## config.mk

```make
export PLATFORM = sky130hd
export DESIGN_NAME = cmdline_key_token_filter
export DESIGN_NICKNAME = d
export VERILOG_FILES = /design/src/rtl/ckf_pkg.sv /design/src/rtl/ckf_cell.sv /design/src/rtl/ckf_held_row.sv /design/src/rtl/cmdline_key_token_filter.sv
export SDC_FILE = /design/constraint.sdc
export NUM_CORES = 1
export LEC_CHECK = 0
export BUFFER_PORTS_ARGS = -buffer_cell sky130_fd_sc_hd__buf_2
export CAP_MARGIN = 20
export CORE_UTILIZATION = 50
export CTS_BUF_LIST = sky130_fd_sc_hd__clkbuf_16
export CTS_CLUSTER_DIAMETER = 80
export DETAILED_ROUTE_END_ITERATION = 10
export GPL_TIMING_DRIVEN = 0
export PLACE_DENSITY = 0.74
export SYNTH_ARGS = -nofsm -noshare
export SYNTH_HDL_FRONTEND = slang
export SYNTH_HIERARCHICAL = 1
export SYNTH_SLANG_ARGS = --single-unit
export TNS_END_PERCENT = 10
```

## constraint.sdc

```tcl
create_clock -name aclk -period 13.5 [get_ports aclk]
set_input_delay 2.025 -clock aclk [delete_from_list [all_inputs] [get_ports aclk]]
set_output_delay 2.025 -clock aclk [all_outputs]
set_load 0.03 [all_outputs]
```

## src/rtl/ckf_pkg.sv

```systemverilog
// ----------------------------------------------------------------------------
// ckf_pkg: shared types and constants of the key token filter
// key text, character codes, field widths and the held-row control bundle
// ----------------------------------------------------------------------------
package ckf_pkg;

    localparam int KEY_LENGTH   = 13;
    localparam int HELD_DEPTH   = KEY_LENGTH - 1;
    localparam int KCNT_W       = $clog2(KEY_LENGTH);
    localparam int IDX_W        = $clog2(HELD_DEPTH);
    localparam int MAX_CAPACITY = 1024;
    localparam int CAP_W        = 11;
    localparam int LEN_W        = 10;
    localparam int BYTE_W       = 8;

    localparam logic [BYTE_W-1:0] CHAR_NUL   = 8'h00;
    localparam logic [BYTE_W-1:0] CHAR_TAB   = 8'h09;
    localparam logic [BYTE_W-1:0] CHAR_SPACE = 8'h20;

    // "tpm.baseline="
    localparam logic [BYTE_W-1:0] KEY_TEXT [KEY_LENGTH] = '{
        8'h74, 8'h70, 8'h6d, 8'h2e, 8'h62, 8'h61, 8'h73,
        8'h65, 8'h6c, 8'h69, 8'h6e, 8'h65, 8'h3d
    };

    // control of the held-byte row
    typedef struct packed {
        logic             load;
        logic [IDX_W-1:0] idx;
        logic             shift;
    } held_ctrl_t;

endpackage

```

## src/rtl/ckf_cell.sv

```systemverilog
// ----------------------------------------------------------------------------
// ckf_cell: one held-byte cell
// loads a byte at its own slot or takes the byte of its upper neighbor
// ----------------------------------------------------------------------------
module ckf_cell (
    input  logic                      aclk,
    input  logic                      load,
    input  logic [ckf_pkg::BYTE_W-1:0] load_data,
    input  logic                      shift,
    input  logic [ckf_pkg::BYTE_W-1:0] shift_in,
    output logic [ckf_pkg::BYTE_W-1:0] q
);

    logic [ckf_pkg::BYTE_W-1:0] data_reg;
    logic [ckf_pkg::BYTE_W-1:0] data_next;

    always_comb begin
        data_next = data_reg;
        if (load) begin
            data_next = load_data;
        end else if (shift) begin
            data_next = shift_in;
        end
    end

    always_ff @(posedge aclk) begin
        data_reg <= data_next;
    end

    assign q = data_reg;

endmodule

```

## src/rtl/ckf_held_row.sv

```systemverilog
// ----------------------------------------------------------------------------
// ckf_held_row: row of cells holding a possible key prefix
// bytes enter at their index; while shift is set they drain one a cycle from cell zero
// ----------------------------------------------------------------------------
module ckf_held_row (
    input  logic                       aclk,
    input  ckf_pkg::held_ctrl_t        ctrl,
    input  logic [ckf_pkg::BYTE_W-1:0] load_data,
    output logic [ckf_pkg::BYTE_W-1:0] head_byte
);

    logic [ckf_pkg::BYTE_W-1:0] cell_q [ckf_pkg::HELD_DEPTH];

    for (genvar i = 0; i < ckf_pkg::HELD_DEPTH; i++) begin : g_cell
        logic [ckf_pkg::BYTE_W-1:0] upper;
        if (i == ckf_pkg::HELD_DEPTH - 1) begin : g_top
            assign upper = ckf_pkg::CHAR_NUL;
        end else begin : g_mid
            assign upper = cell_q[i+1];
        end

        ckf_cell u_cell (
            .aclk      (aclk),
            .load      (ctrl.load && (ctrl.idx == ckf_pkg::IDX_W'(i))),
            .load_data (load_data),
            .shift     (ctrl.shift),
            .shift_in  (upper),
            .q         (cell_q[i])
        );
    end

    assign head_byte = cell_q[0];

endmodule

```

## src/rtl/cmdline_key_token_filter.sv

```systemverilog
// ----------------------------------------------------------------------------
// cmdline_key_token_filter: drops "tpm.baseline=" tokens from a command line
// whitespace-normalizing token filter with held-prefix release
// ----------------------------------------------------------------------------
// One input word is one byte of a command line; a zero byte ends the line.
// Tokens split by space or tab are sent out joined by single spaces, except
// tokens starting with the key "tpm.baseline=", which are dropped. While a
// token still matches the key its bytes sit in a row of 12 cells and are
// released (after a separating space) once the token departs from the key
// or ends early. At most capacity-1 bytes go out per line; the zero byte
// gives an end word with the final length and the truncation flag, and
// m_tlast marks the last word caused by each input byte. A byte that
// gives no word leaves the input ready; one that gives words holds s_tready
// low until its emission plan is done, as a sequencer sends one word per
// cycle and the held row drains one cell per cycle while the output is free.
// cfg_wdata may be written only while the block is idle;
// zero counts as one and values above 1024 count as 1024.
// ----------------------------------------------------------------------------
module cmdline_key_token_filter (
    input  logic        aclk,
    input  logic        aresetn,
    // configuration: capacity
    input  logic        cfg_we,
    input  logic [10:0] cfg_wdata,
    // input stream
    input  logic        s_tvalid,
    output logic        s_tready,
    input  logic [7:0]  s_tdata,   // [7:0] in_byte
    // result stream
    output logic        m_tvalid,
    input  logic        m_tready,
    output logic [23:0] m_tdata,   // [7:0] out_byte, [17:8] out_length,
                                   // [18] truncated, [23:19] zero
    output logic        m_tuser,   // [0] is_end
    output logic        m_tlast    // last_of_run
);

    typedef enum logic [1:0] {
        PH_BETWEEN,
        PH_HOLD,
        PH_PASS,
        PH_DROP
    } phase_t;

    localparam int PAD_W = 24 - ckf_pkg::BYTE_W - ckf_pkg::LEN_W - 1;

    // token state
    phase_t                       phase_reg, phase_next;
    logic [ckf_pkg::KCNT_W-1:0]   kcnt_reg, kcnt_next;
    logic [ckf_pkg::LEN_W-1:0]    written_reg, written_next;
    logic [ckf_pkg::CAP_W-1:0]    cap_reg, cap_next;

    // pending emission plan
    logic                         space_pend_reg, space_pend_next;
    logic [ckf_pkg::KCNT_W-1:0]   rel_cnt_reg, rel_cnt_next;
    logic                         tail_byte_pend_reg, tail_byte_pend_next;
    logic                         tail_end_pend_reg, tail_end_pend_next;
    logic [ckf_pkg::BYTE_W-1:0]   tail_byte_reg, tail_byte_next;

    // output word register
    logic                         m_valid_reg, m_valid_next;
    logic [ckf_pkg::BYTE_W-1:0]   m_byte_reg, m_byte_next;
    logic [ckf_pkg::LEN_W-1:0]    m_len_reg, m_len_next;
    logic                         m_trunc_reg, m_trunc_next;
    logic                         m_end_reg, m_end_next;
    logic                         m_last_reg, m_last_next;

    ckf_pkg::held_ctrl_t          held_ctrl;
    logic [ckf_pkg::BYTE_W-1:0]   head_byte;

    logic busy, out_free, s_fire, step_fire, room, trunc_after, trunc_now;
    logic is_ws, key_hit, byte_step, rem_after;
    logic [ckf_pkg::BYTE_W-1:0] step_byte;
    logic [ckf_pkg::CAP_W-1:0]  written_ext;

    // held prefix row
    ckf_held_row u_held_row (
        .aclk      (aclk),
        .ctrl      (held_ctrl),
        .load_data (s_tdata),
        .head_byte (head_byte)
    );

    assign busy      = space_pend_reg || (rel_cnt_reg != '0) || tail_byte_pend_reg
                       || tail_end_pend_reg;
    assign out_free  = !m_valid_reg || m_tready;
    assign s_tready  = !busy;
    assign s_fire    = s_tvalid && s_tready;
    assign step_fire = busy && out_free;

    // room checks against the effective capacity
    assign written_ext = ckf_pkg::CAP_W'(written_reg);
    assign room        = (written_ext + ckf_pkg::CAP_W'(1)) < cap_reg;
    assign trunc_after = (written_ext + ckf_pkg::CAP_W'(2)) == cap_reg;
    assign trunc_now   = (written_ext + ckf_pkg::CAP_W'(1)) == cap_reg;

    assign is_ws   = (s_tdata == ckf_pkg::CHAR_SPACE) || (s_tdata == ckf_pkg::CHAR_TAB);
    assign key_hit = (s_tdata == ckf_pkg::KEY_TEXT[kcnt_reg]);

    // byte steps run in order: space, held bytes, then the current byte
    assign byte_step = space_pend_reg || (rel_cnt_reg != '0) || tail_byte_pend_reg;

    always_comb begin
        if (space_pend_reg) begin
            step_byte = ckf_pkg::CHAR_SPACE;
        end else if (rel_cnt_reg != '0) begin
            step_byte = head_byte;
        end else begin
            step_byte = tail_byte_reg;
        end
    end

    always_comb begin
        phase_next          = phase_reg;
        kcnt_next           = kcnt_reg;
        written_next        = written_reg;
        cap_next            = cap_reg;
        space_pend_next     = space_pend_reg;
        rel_cnt_next        = rel_cnt_reg;
        tail_byte_pend_next = tail_byte_pend_reg;
        tail_end_pend_next  = tail_end_pend_reg;
        tail_byte_next      = tail_byte_reg;
        m_valid_next        = m_valid_reg;
        m_byte_next         = m_byte_reg;
        m_len_next          = m_len_reg;
        m_trunc_next        = m_trunc_reg;
        m_end_next          = m_end_reg;
        m_last_next         = m_last_reg;
        held_ctrl           = '0;
        rem_after           = 1'b0;

        // capacity write, clamped to the legal range
        if (cfg_we) begin
            if (cfg_wdata == '0) begin
                cap_next = ckf_pkg::CAP_W'(1);
            end else if (cfg_wdata > ckf_pkg::CAP_W'(ckf_pkg::MAX_CAPACITY)) begin
                cap_next = ckf_pkg::CAP_W'(ckf_pkg::MAX_CAPACITY);
            end else begin
                cap_next = cfg_wdata;
            end
        end

        if (out_free) begin
            m_valid_next = 1'b0;
        end

        // sequencer: one step of the emission plan per cycle while the output is free
        if (step_fire) begin
            if (byte_step) begin
                if (space_pend_reg) begin
                    space_pend_next = 1'b0;
                end else if (rel_cnt_reg != '0) begin
                    rel_cnt_next    = rel_cnt_reg - ckf_pkg::KCNT_W'(1);
                    held_ctrl.shift = 1'b1;
                end else begin
                    tail_byte_pend_next = 1'b0;
                end
                rem_after = space_pend_next || (rel_cnt_next != '0)
                            || tail_byte_pend_next || tail_end_pend_reg;
                if (room) begin
                    m_valid_next = 1'b1;
                    m_byte_next  = step_byte;
                    m_end_next   = 1'b0;
                    m_len_next   = written_reg + ckf_pkg::LEN_W'(1);
                    m_trunc_next = trunc_after;
                    m_last_next  = !rem_after || (trunc_after && !tail_end_pend_reg);
                    written_next = written_reg + ckf_pkg::LEN_W'(1);
                    if (trunc_after) begin
                        // buffer full: remaining bytes go nowhere
                        space_pend_next     = 1'b0;
                        rel_cnt_next        = '0;
                        tail_byte_pend_next = 1'b0;
                    end
                end else begin
                    space_pend_next     = 1'b0;
                    rel_cnt_next        = '0;
                    tail_byte_pend_next = 1'b0;
                end
            end else begin
                // end of line word
                m_valid_next       = 1'b1;
                m_byte_next        = ckf_pkg::CHAR_NUL;
                m_end_next         = 1'b1;
                m_len_next         = written_reg;
                m_trunc_next       = trunc_now;
                m_last_next        = 1'b1;
                written_next       = '0;
                tail_end_pend_next = 1'b0;
            end
        end

        // decode of an accepted byte into the emission plan
        if (s_fire) begin
            tail_byte_next = s_tdata;
            if (s_tdata == ckf_pkg::CHAR_NUL) begin
                if (phase_reg == PH_HOLD) begin
                    space_pend_next = (written_reg != '0);
                    rel_cnt_next    = kcnt_reg;
                end
                tail_end_pend_next = 1'b1;
                phase_next         = PH_BETWEEN;
                kcnt_next          = '0;
            end else if (is_ws) begin
                if (phase_reg == PH_HOLD) begin
                    space_pend_next = (written_reg != '0);
                    rel_cnt_next    = kcnt_reg;
                end
                phase_next = PH_BETWEEN;
                kcnt_next  = '0;
            end else if (room) begin
                unique case (phase_reg)
                    PH_BETWEEN: begin
                        if (s_tdata == ckf_pkg::KEY_TEXT[0]) begin
                            held_ctrl.load = 1'b1;
                            held_ctrl.idx  = '0;
                            kcnt_next      = ckf_pkg::KCNT_W'(1);
                            phase_next     = PH_HOLD;
                        end else begin
                            space_pend_next     = (written_reg != '0);
                            tail_byte_pend_next = 1'b1;
                            phase_next          = PH_PASS;
                        end
                    end
                    PH_HOLD: begin
                        if (key_hit) begin
                            if (kcnt_reg == ckf_pkg::KCNT_W'(ckf_pkg::KEY_LENGTH - 1)) begin
                                phase_next = PH_DROP;
                                kcnt_next  = '0;
                            end else begin
                                held_ctrl.load = 1'b1;
                                held_ctrl.idx  = ckf_pkg::IDX_W'(kcnt_reg);
                                kcnt_next      = kcnt_reg + ckf_pkg::KCNT_W'(1);
                            end
                        end else begin
                            space_pend_next     = (written_reg != '0);
                            rel_cnt_next        = kcnt_reg;
                            tail_byte_pend_next = 1'b1;
                            kcnt_next           = '0;
                            phase_next          = PH_PASS;
                        end
                    end
                    PH_PASS: begin
                        tail_byte_pend_next = 1'b1;
                    end
                    PH_DROP: begin
                        phase_next = PH_DROP;
                    end
                    default: begin
                        phase_next = PH_BETWEEN;
                    end
                endcase
            end
        end
    end

    always_ff @(posedge aclk) begin
        if (!aresetn) begin
            phase_reg          <= PH_BETWEEN;
            kcnt_reg           <= '0;
            written_reg        <= '0;
            cap_reg            <= ckf_pkg::CAP_W'(ckf_pkg::MAX_CAPACITY);
            space_pend_reg     <= 1'b0;
            rel_cnt_reg        <= '0;
            tail_byte_pend_reg <= 1'b0;
            tail_end_pend_reg  <= 1'b0;
            m_valid_reg        <= 1'b0;
        end else begin
            phase_reg          <= phase_next;
            kcnt_reg           <= kcnt_next;
            written_reg        <= written_next;
            cap_reg            <= cap_next;
            space_pend_reg     <= space_pend_next;
            rel_cnt_reg        <= rel_cnt_next;
            tail_byte_pend_reg <= tail_byte_pend_next;
            tail_end_pend_reg  <= tail_end_pend_next;
            m_valid_reg        <= m_valid_next;
        end
        // payload, no reset needed
        tail_byte_reg <= tail_byte_next;
        m_byte_reg    <= m_byte_next;
        m_len_reg     <= m_len_next;
        m_trunc_reg   <= m_trunc_next;
        m_end_reg     <= m_end_next;
        m_last_reg    <= m_last_next;
    end

    assign m_tvalid = m_valid_reg;
    assign m_tdata  = {{PAD_W{1'b0}}, m_trunc_reg, m_len_reg, m_byte_reg};
    assign m_tuser  = m_end_reg;
    assign m_tlast  = m_last_reg;

endmodule

```

==> impl_metrics.tcl, run 1 <==
set metrics [dict create \
    ys_top_cells_by_area "edfxtp_1, mux2_4, dfxtp_1, ha_1, nor2_1" \
    power.total_mw 2.197 \
    die_h_um 135.3 \
    cp_max_fo 10 \
    cp-end-kind "flop" \
    seq_area_frac_synth_pct 50.15 \
    start_util_pct 51.35 \
    grt_overflow_total 0 \
    die_area_mm2 0.01830 \
    cts_tree "built" \
    multi_input_area_mm2 0.004066 \
    cts_hold_buf 0 \
    post_cts_buffers 0 \
    worst_skew_pair.late_latency_ns 0.43 \
    io_buffers 46 \
    hpwl_um 12560 \
    routed_wl_um 17980 \
    viasPerCell 5.681 \
    synth-main-ff-cell "edfxtp_1" \
    worstPathRequired_ns 13.60 \
    synth_top_area_share_pct 42.26 \
    synth_edf_count 125 \
    r2r_end "u_held_row/g_cell[11].u_cell/q[1]" \
    grt_max_degree 27 \
    yosysWarnings 6 \
    hold_violations 0 \
    cts_root_buffer "clkbuf_16" \
    drt_iter0_drc 563 \
    r2r_slack_ns 7.89 \
    status "finished, final reports clean" \
    critPathLaunchType "flop" \
    synth_top_cells_by_count "edfxtp_1, mux2_4, nor2_1" \
    syn_to_final_growth_pct 12.62 \
    worst_slack_ns 7.890 \
    fp-row-count 48 \
    cp.arrival_ns 5.71 \
    hp-class "reg -> reg" \
    grt_setup_unrepaired "false" \
    die_w_um 135.3 \
    skew_ns 0.01033 \
    final_max_slew_viol_count 0 \
    coreArea_mm2 0.01730 \
    synth_area_per_cell_um2 12.10 \
    synth_cell_types 70 \
    finalCritPeriodShare_pct 41.56 \
    largest_reg_flops 96 \
    ys_ff_latch 160 \
    fill_cells 1418 \
    fmaxAchievable_mhz 178.2 \
    fin_cells 1050 \
    vias 5965 \
    holdPathEnd "cap_reg[6]" \
    post-route-drc-count 0 \
    yosys.area.top_type "edfxtp_1" \
    cts_buffer_depth 2 \
    power_density_mw_per_mm2 219.6 \
    netlist_instances 734 \
    dr.pass1.iters 4 \
    synth.cell_area_mm2 0.008882 \
    power.leakage_nw 3.838 \
    avgRoutedWirePerCell_um 17.12 \
    cts.clk_slew.worst_paths_ns 0.07 \
    rr_worst_depth 18 \
    maxSlewHeadroom_pct 37.15 \
    grt_use_total_pct 20.79 \
    antenna_found_initial 1 \
    placed_cells 1018 \
    ant_nets 0 \
    antenna_cells 0 \
    place_ws_ns 7.854 \
    post_cts_resized 0 \
    cts_max_level 4 \
    grt_pass1_vias 5607 \
    layout-drive-gt1-share_pct 23.88 \
    finalSetupViolCount 0 \
    yosysMostFrequentCell "edfxtp_1" \
    fin_nets 858 \
    clock-sinks 160 \
    cap_violations 0 \
    final.setup.tns_ns 0 \
    cts_buffers 17 \
    peakVddDrop_mv 0.1863 \
    place_congestion 0.8940 \
    worst_pin_slew_ns 0.9417 \
    seq_area_mm2 0.004454 \
    path_class "reg -> reg" \
    reg2reg_from "written_reg[1]" \
    async_flop_share_pct 0 \
    grt_pass1_wl_um 28830 \
    design.portCount 52 \
    hp-start "cap_reg[6]" \
    min_path_cells 2 \
    period_minus_slack_ns 5.610 \
]
-- metal layers --
metal  global-route usage (%)  vias to the layer above  share of wire (%)
li1                         -                     2872                  -
met1                    28.83                     2881                 47
met2                    31.48                      188                 46
met3                    5.537                       22                6.0
met4                    6.866                        2                1.6
met5                        0                        -              0.072
-- layout by cell type, fill, tap and decap left out, types with 26 or more instances in the layout --
| cell type | netlist | final |
|---|---|---|
| buf_2 | 1 | 49 |
| a21oi_1 | 33 | 33 |
| dfxtp_1 | 35 | 35 |
| nand2_1 | 40 | 40 |
| mux2_4 | 96 | 96 |
| inv_1 | 27 | 31 |
| edfxtp_1 | 125 | 125 |
| clkbuf_1 | 26 | 26 |
| nor2_1 | 46 | 46 |
| nand3_1 | 32 | 32 |
-- kinds of logic after synthesis --
kind of cell | after synthesis | share of synthesized area, %
adder cells (fa/ha/maj) | 22 | 3.099
flip-flops | 160 | 50.15
multiplexers | 98 | 16.45
AO/OA/AOI/OAI | 122 | 9.255
AND/OR/NAND/NOR | 223 | 13.47
other | 2 | 0.08455
XOR/XNOR | 30 | 2.958
buffers and inverters | 77 | 4.536
-- how the worst max path moves through the flow --
stage	cells after the start	endpoint	slack, ns	from
finish	18	u_held_row/g_cell[11].u_cell/q[1]	7.89	written_reg[1]
global placement	12	u_held_row/g_cell[1].u_cell/q[3]	7.90	s_tdata[5]
CTS	18	u_held_row/g_cell[1].u_cell/q[1]	8.06	written_reg[1]
detailed placement	12	u_held_row/g_cell[1].u_cell/q[6]	7.85	s_tdata[5]
floorplan	11	u_held_row/g_cell[0].u_cell/q[0]	8.83	s_tdata[2]
global route	18	u_held_row/g_cell[4].u_cell/q[5]	7.56	written_reg[3]
-- through the flow --
step	utilization, %	hold slack, ns	cell area (µm²)
detailed placement	54.61	0.4984	9445
finish	57.83	0.5031	10000
global route	57.83	0.5205	10000
CTS	57.83	0.5060	10000
global placement	54.55	0.4955	9435
floorplan	-	0.4647	8924
-- critical path: stages, from the launching register on --
cell and delay, ns:
dfxtp_1 0.49, ha_1 0.32, nand3_1 0.17, nor2b_1 0.48
nand3_1 0.33, xnor2_1 0.27, ha_1 0.27, and4_1 0.23
o2111a_1 0.14, a211o_1 0.32, clkbuf_1 0.26, nor2_1 0.24
nand2_1 0.15, nor3b_1 0.42, and2_1 0.31, nand2_1 0.14
nor2_1 0.17, buf_6 0.19, or2_1 0.33
-- area by class of cell --
type,count,share of cell area [%]
Inverter,29,1.088
Timing Repair Buffer,48,2.402
Clock buffer,17,4.253
Clock inverter,15,1.326
Buffer,48,2.939
Sequential cell,160,44.53
Tap cell,225,2.814
Multi-Input combinational cell,508,40.65
-- power breakdown --
part	internal [mW]	switching (mW)	leakage (nW)
clock	0.268	0.190	0.289
sequential	0.885	0.0650	1.47
combinational	0.311	0.478	2.08
total	1.46	0.733	3.84
Power figures use the tool's default switching activity.
==> run 2: changes to the inputs <==
==> constraint.sdc (replaced) <==
create_clock -name aclk -period 5.6 [get_ports aclk]
set_input_delay 0.84 -clock aclk [delete_from_list [all_inputs] [get_ports aclk]]
set_output_delay 0.84 -clock aclk [all_outputs]
set_load 0.03 [all_outputs]
==> run 2 against run 1 <==
Power rose by 140%. Sequential power rose by 140%. Cell area rose by 0.11%.
==> impl_metrics.tcl, run 2 (synthesis gave the netlist of run 1 again) <==
set metrics [dict create \
    crit_chain "ha_1, nand3_1, nor2b_2, nand3_1, xnor2_1, ha_1, and4_1, o2111a_1, a211o_1, clkbuf_1, nor2_1, nand2_1, nor2_1, or3b_1, nor3_2, buf_6, or2_1" \
    p_sw_share_pct 33.38 \
    cts.clk_slew.worst_paths_ns 0.06 \
    r2r_slack_ns 0.28 \
    skew_ns 0.008406 \
    antenna_found_initial 1 \
    reg2reg_from "written_reg[1]" \
    mostFrequentLayoutCells "edfxtp_1, mux2_4, buf_2, nor2_1, nand2_1" \
    die_area_mm2 0.01830 \
    postLayoutCellArea_mm2 0.01001 \
    cp.arrival_ns 5.42 \
    final.setup.tns_ns 0 \
    clkPwrFrac_pct 20.8 \
    power_frac_comb_pct 36.0 \
    cts_root_buffer "clkbuf_16" \
    cts_hold_buf 0 \
    maxSlewHeadroom_pct 36.94 \
    cts_tree "built" \
    avgRoutedWirePerCell_um 17.12 \
    cp-end-kind "flop" \
    drt_iter0_drc 588 \
    layout-drive-gt1-share_pct 24.36 \
    die_w_um 135.3 \
    antenna_cells 0 \
    critPathLaunchType "flop" \
    worst_skew_pair.late_latency_ns 0.43 \
    post_cts_buffers 0 \
    mostFrequentLayoutCell "edfxtp_1" \
    rr_worst_depth 17 \
    cap_violations 0 \
    grt_setup_unrepaired "false" \
    power.leakage_nw 3.844 \
    grt_max_degree 27 \
    netSwitchingPower_mw 1.771 \
    startpoint "written_reg[1]" \
    path_class "reg -> reg" \
    finalSetupViolCount 0 \
    cts_max_level 4 \
    worst_pin_slew_ns 0.9449 \
    finalCritPeriodShare_pct 95.01 \
    routed_wl_um 17980 \
    ant_nets 0 \
    peakVddDrop_mv 0.4499 \
    grt_overflow_total 0 \
    status "finished, final reports clean" \
    design.portCount 52 \
    p_int_mw 3.533 \
    start_util_pct 51.35 \
    die_h_um 135.3 \
    vias 5966 \
    dr.pass1.iters 5 \
    final_max_slew_viol_count 0 \
    coreArea_mm2 0.01730 \
    r2r_end "u_held_row/g_cell[0].u_cell/q[7]" \
    cts_buffers 17 \
    slowest_delay_ns 0.49 \
    hpwl_um 12560 \
    cp_max_fo 10 \
    grt_use_total_pct 20.79 \
    power_density_mw_per_mm2 529.6 \
    grt_pass1_wl_um 28830 \
    syn_to_final_growth_pct 12.75 \
    clock-sinks 160 \
    cts_buffer_depth 2 \
    viasPerCell 5.682 \
    place_congestion 0.8940 \
    cp_slowest_cell "dfxtp_1" \
    post-route-drc-count 0 \
    period_minus_slack_ns 5.321 \
    io_buffers 46 \
    fp-row-count 48 \
    largest_reg_flops 96 \
    fmaxAchievable_mhz 187.9 \
    fill_cells 1415 \
    p_seq_share_pct 43.1 \
    worstPathRequired_ns 5.70 \
    postPlaceCellArea_mm2 0.009445 \
    hold_violations 0 \
    grt_pass1_vias 5607 \
    hp-class "reg -> reg" \
    fin_nets 858 \
    endpoint "u_held_row/g_cell[0].u_cell/q[7]" \
]
==> run 2: cell counts in the layout (fill, tap and decap cells not counted) <==
No cell type changed its count.
==> run 2: how the worst min path moves through the flow <==
stage / from / end / slack (ns) / depth (start not counted)
finish: cap_reg[6] / cap_reg[6] / 0.50 / 2
global route: cap_reg[6] / cap_reg[6] / 0.52 / 2
CTS: cap_reg[6] / cap_reg[6] / 0.51 / 2
detailed placement: cap_reg[6] / cap_reg[6] / 0.50 / 2
global placement: cap_reg[6] / cap_reg[6] / 0.50 / 2
floorplan: cap_reg[0] / cap_reg[0] / 0.46 / 2
==> run 2: per-stage QoR <==
| stage | util, % | std cells | worst slack (ns) | hold WS [ns] | total power, mW |
|---|---|---|---|---|---|
| 2_1_floorplan | - | 745 | 1.225 | 0.4647 | 3.720 |
| 3_3_place_gp | 54.55 | 1016 | 0.2352 | 0.4955 | 4.116 |
| 3_5_place_dp | 54.61 | 1018 | 0.1883 | 0.4984 | 4.208 |
| 4_1_cts | 57.83 | 1050 | 0.1576 | 0.5060 | 5.329 |
| 5_1_grt | 57.90 | 1050 | 0.007753 | 0.5205 | 5.589 |
| 6_report | 57.90 | 1050 | 0.2792 | 0.5011 | 5.304 |
==> run 2: what timing repair did <==
| action | CTS | global route |
|---|---|---|
| hold endpoints to repair | 0 | 0 |
| resized for setup | 0 | 5 |
| setup endpoints to repair | 0 | 184 |
==> run 2: worst max-delay path, delay by kind of cell (launching register included) <==
family	cells	cell delay, ns
buf+inv	2	0.47
fa+ha+maj	2	0.59
compound gates	2	0.46
flops	1	0.49
xor+xnor	1	0.27
simple gates	10	2.70
==> run 2: area by class of cell <==
| class | count | area [µm²] | share of cell area [%] |
|---|---|---|---|
| Buffer | 48 | 295.3 | 2.949 |
| Timing Repair Buffer | 48 | 240.2 | 2.399 |
| Multi-Input combinational cell | 508 | 4076 | 40.70 |
| Sequential cell | 160 | 4454 | 44.48 |
| Clock buffer | 17 | 425.4 | 4.248 |
| Tap cell | 225 | 281.5 | 2.811 |
| Inverter | 29 | 108.9 | 1.087 |
| Clock inverter | 15 | 132.6 | 1.324 |
==> run 2: layer usage <==
metal  vias to the layer above  share of wire, %  GRT usage, %
met5                         -             0.072             0
met4                         2               1.5         6.866
met3                        21               6.5         5.537
met2                       199                46         31.48
met1                      2877                46         28.83
li1                       2867                 -             -
==> run 2: power groups by stage <==
stage               clock network, mW  logic [mW]  registers, mW
floorplan                           0        1.29           2.43
global placement                    0        1.83           2.28
detailed placement                  0        1.89           2.31
CTS                              1.12        1.91           2.29
global route                     1.17        2.08           2.34
finish                           1.10        1.91           2.29
==> run 3: changes to the inputs <==
--- a/config.mk
+++ b/config.mk
@@ -8,7 +8,6 @@
 export BUFFER_PORTS_ARGS = -buffer_cell sky130_fd_sc_hd__buf_2
 export CAP_MARGIN = 20
 export CORE_UTILIZATION = 50
-export CTS_BUF_LIST = sky130_fd_sc_hd__clkbuf_16
 export CTS_CLUSTER_DIAMETER = 80
 export DETAILED_ROUTE_END_ITERATION = 10
 export GPL_TIMING_DRIVEN = 0
@@ -17,4 +16,3 @@
 export SYNTH_HDL_FRONTEND = slang
 export SYNTH_HIERARCHICAL = 1
 export SYNTH_SLANG_ARGS = --single-unit
-export TNS_END_PERCENT = 10
==> run 3 against run 2 <==
Clock power is essentially flat. Highest routed layer unchanged. Worst setup slack improved by 0.027 ns. Largest power group unchanged. Die area stayed put.
==> impl_metrics.tcl, run 3 (synthesis gave the netlist of run 1 again) <==
set metrics [dict create \
    startpoint "written_reg[1]" \
    hold_violations 0 \
    r2r_end "u_held_row/g_cell[0].u_cell/q[7]" \
    hp-start "cap_reg[6]" \
    grt_pass1_vias 5601 \
    die_area_mm2 0.01830 \
    final.setup.tns_ns 0 \
    io_buffers 46 \
    drt_iter0_drc 561 \
    cts_buffers 17 \
    cts_buffer_depth 2 \
    cts_hold_buf 0 \
    peakVddDrop_mv 0.4499 \
    grt_pass1_wl_um 28840 \
    critPathLaunchType "flop" \
    vias 5964 \
    reg2reg_from "written_reg[1]" \
    grt_max_degree 27 \
    mostFrequentLayoutCells "edfxtp_1, mux2_4, buf_2, nor2_1, nand2_1" \
    placed_cells 1018 \
    slowest_delay_ns 0.50 \
    period_minus_slack_ns 5.294 \
    postLayoutCellArea_mm2 0.01002 \
    endpoint "u_held_row/g_cell[0].u_cell/q[7]" \
    hpwl_um 12560 \
    coreArea_mm2 0.01730 \
    r2r_slack_ns 0.31 \
    grt_use_total_pct 20.81 \
    power.total_mw 5.327 \
    avgRoutedWirePerCell_um 17.14 \
    clock-sinks 160 \
    antenna_cells 0 \
    fin_nets 858 \
    cp.arrival_ns 5.39 \
    fmaxAchievable_mhz 188.9 \
    worst_skew_pair.late_latency_ns 0.43 \
    viasPerCell 5.680 \
    cts_max_level 4 \
    dr.pass1.iters 6 \
    cts_root_buffer "clkbuf_16" \
    cap_violations 0 \
    fin_cells 1050 \
    postPlaceCellArea_mm2 0.009445 \
    place_ws_ns 0.1883 \
    skew_ns 0.007874 \
    die_h_um 135.3 \
    ant_nets 0 \
    cp_slowest_cell "dfxtp_1" \
    grt_overflow_total 0 \
    worst_slack_ns 0.3061 \
    post_cts_buffers 0 \
    worst-path-buf-inv 2 \
    mostFrequentLayoutCell "edfxtp_1" \
    fp-row-count 48 \
    crit_family "simple AND/OR/NAND/NOR gates" \
    cp_max_fo 10 \
    place_congestion 0.8940 \
    rr_worst_depth 17 \
    power_density_mw_per_mm2 531.3 \
    path_class "reg -> reg" \
    antenna_found_initial 1 \
    syn_to_final_growth_pct 12.86 \
    design.portCount 52 \
    hp-class "reg -> reg" \
    cp.depth 17 \
    cts_tree "built" \
    die_w_um 135.3 \
    crit_chain "ha_1, nand3_1, nor2b_2, nand3_1, xnor2_1, ha_1, and4_1, o2111a_1, a211o_1, clkbuf_1, nor2_1, nand2_1, nor2_1, or3b_1, nor3_2, buf_6, or2_1" \
    final_max_slew_viol_count 0 \
    layout-drive-gt1-share_pct 24.48 \
    cts.clk_slew.worst_paths_ns 0.06 \
    finalCritPeriodShare_pct 94.53 \
    post-route-drc-count 0 \
    worst_pin_slew_ns 0.9471 \
    finalSetupViolCount 0 \
    cp-end-kind "flop" \
    start_util_pct 51.35 \
    post_cts_resized 0 \
    status "finished, final reports clean" \
    routed_wl_um 18000 \
    worstPathRequired_ns 5.69 \
    grt_setup_unrepaired "false" \
    maxSlewHeadroom_pct 36.79 \
    largest_reg_flops 96 \
    power.leakage_nw 3.833 \
]
==> run 3: cell count changes in the layout (fill, tap and decap cells not counted) <==
| cell | change |
|---|---|
| clkbuf_1 | +4 |
| clkbuf_8 | +1 |
| clkinv_1 | -1 |
| inv_1 | -4 |
==> run 3: final cells by class <==
| cell class | instances | area [µm²] |
|---|---|---|
| flip-flops and latches | 160 | 4454 |
| clock inverters | 10 | 113.9 |
| inverters | 29 | 108.9 |
| clock buffers | 22 | 454.2 |
| multi-input cells | 508 | 4076 |
| plain buffers | 48 | 295.3 |
| fillers | 1414 | 7272 |
| well taps | 225 | 281.5 |
| repair buffers | 48 | 240.2 |
==> run 3: tightest hold or removal path, cell delays in order (launching register included) <==
cell,delay [ns]
dfxtp_1,0.33
nand2b_1,0.07
a21oi_1,0.05
==> run 3: metal layers <==
metal,track usage [%],share of wire (%),up-vias
li1,-,-,2870
met1,28.95,47,2883
met2,31.42,46,190
met3,5.537,6.0,19
met4,6.866,1.5,2
met5,0,0.072,-
==> run 3: how the worst min path moves through the flow <==
stage	to	slack, ns	cells after the start
floorplan	cap_reg[0]	0.46	2
global placement	cap_reg[6]	0.50	2
detailed placement	cap_reg[6]	0.50	2
CTS	cap_reg[6]	0.51	2
global route	cap_reg[6]	0.52	2
finish	cap_reg[6]	0.50	2
==> run 3: metrics by stage <==
step                hold WS (ns)  util [%]
floorplan                 0.4647         -
global placement          0.4955     54.55
detailed placement        0.4984     54.61
CTS                       0.5060     57.89
global route              0.5205     57.96
finish                    0.5012     57.96
==> run 3: where the power goes <==
group | leakage, nW | switching, mW | internal (mW)
clock | 0.278 | 0.458 | 0.666
sequential | 1.47 | 0.157 | 2.13
combinational | 2.09 | 1.16 | 0.757
total | 3.83 | 1.77 | 3.55
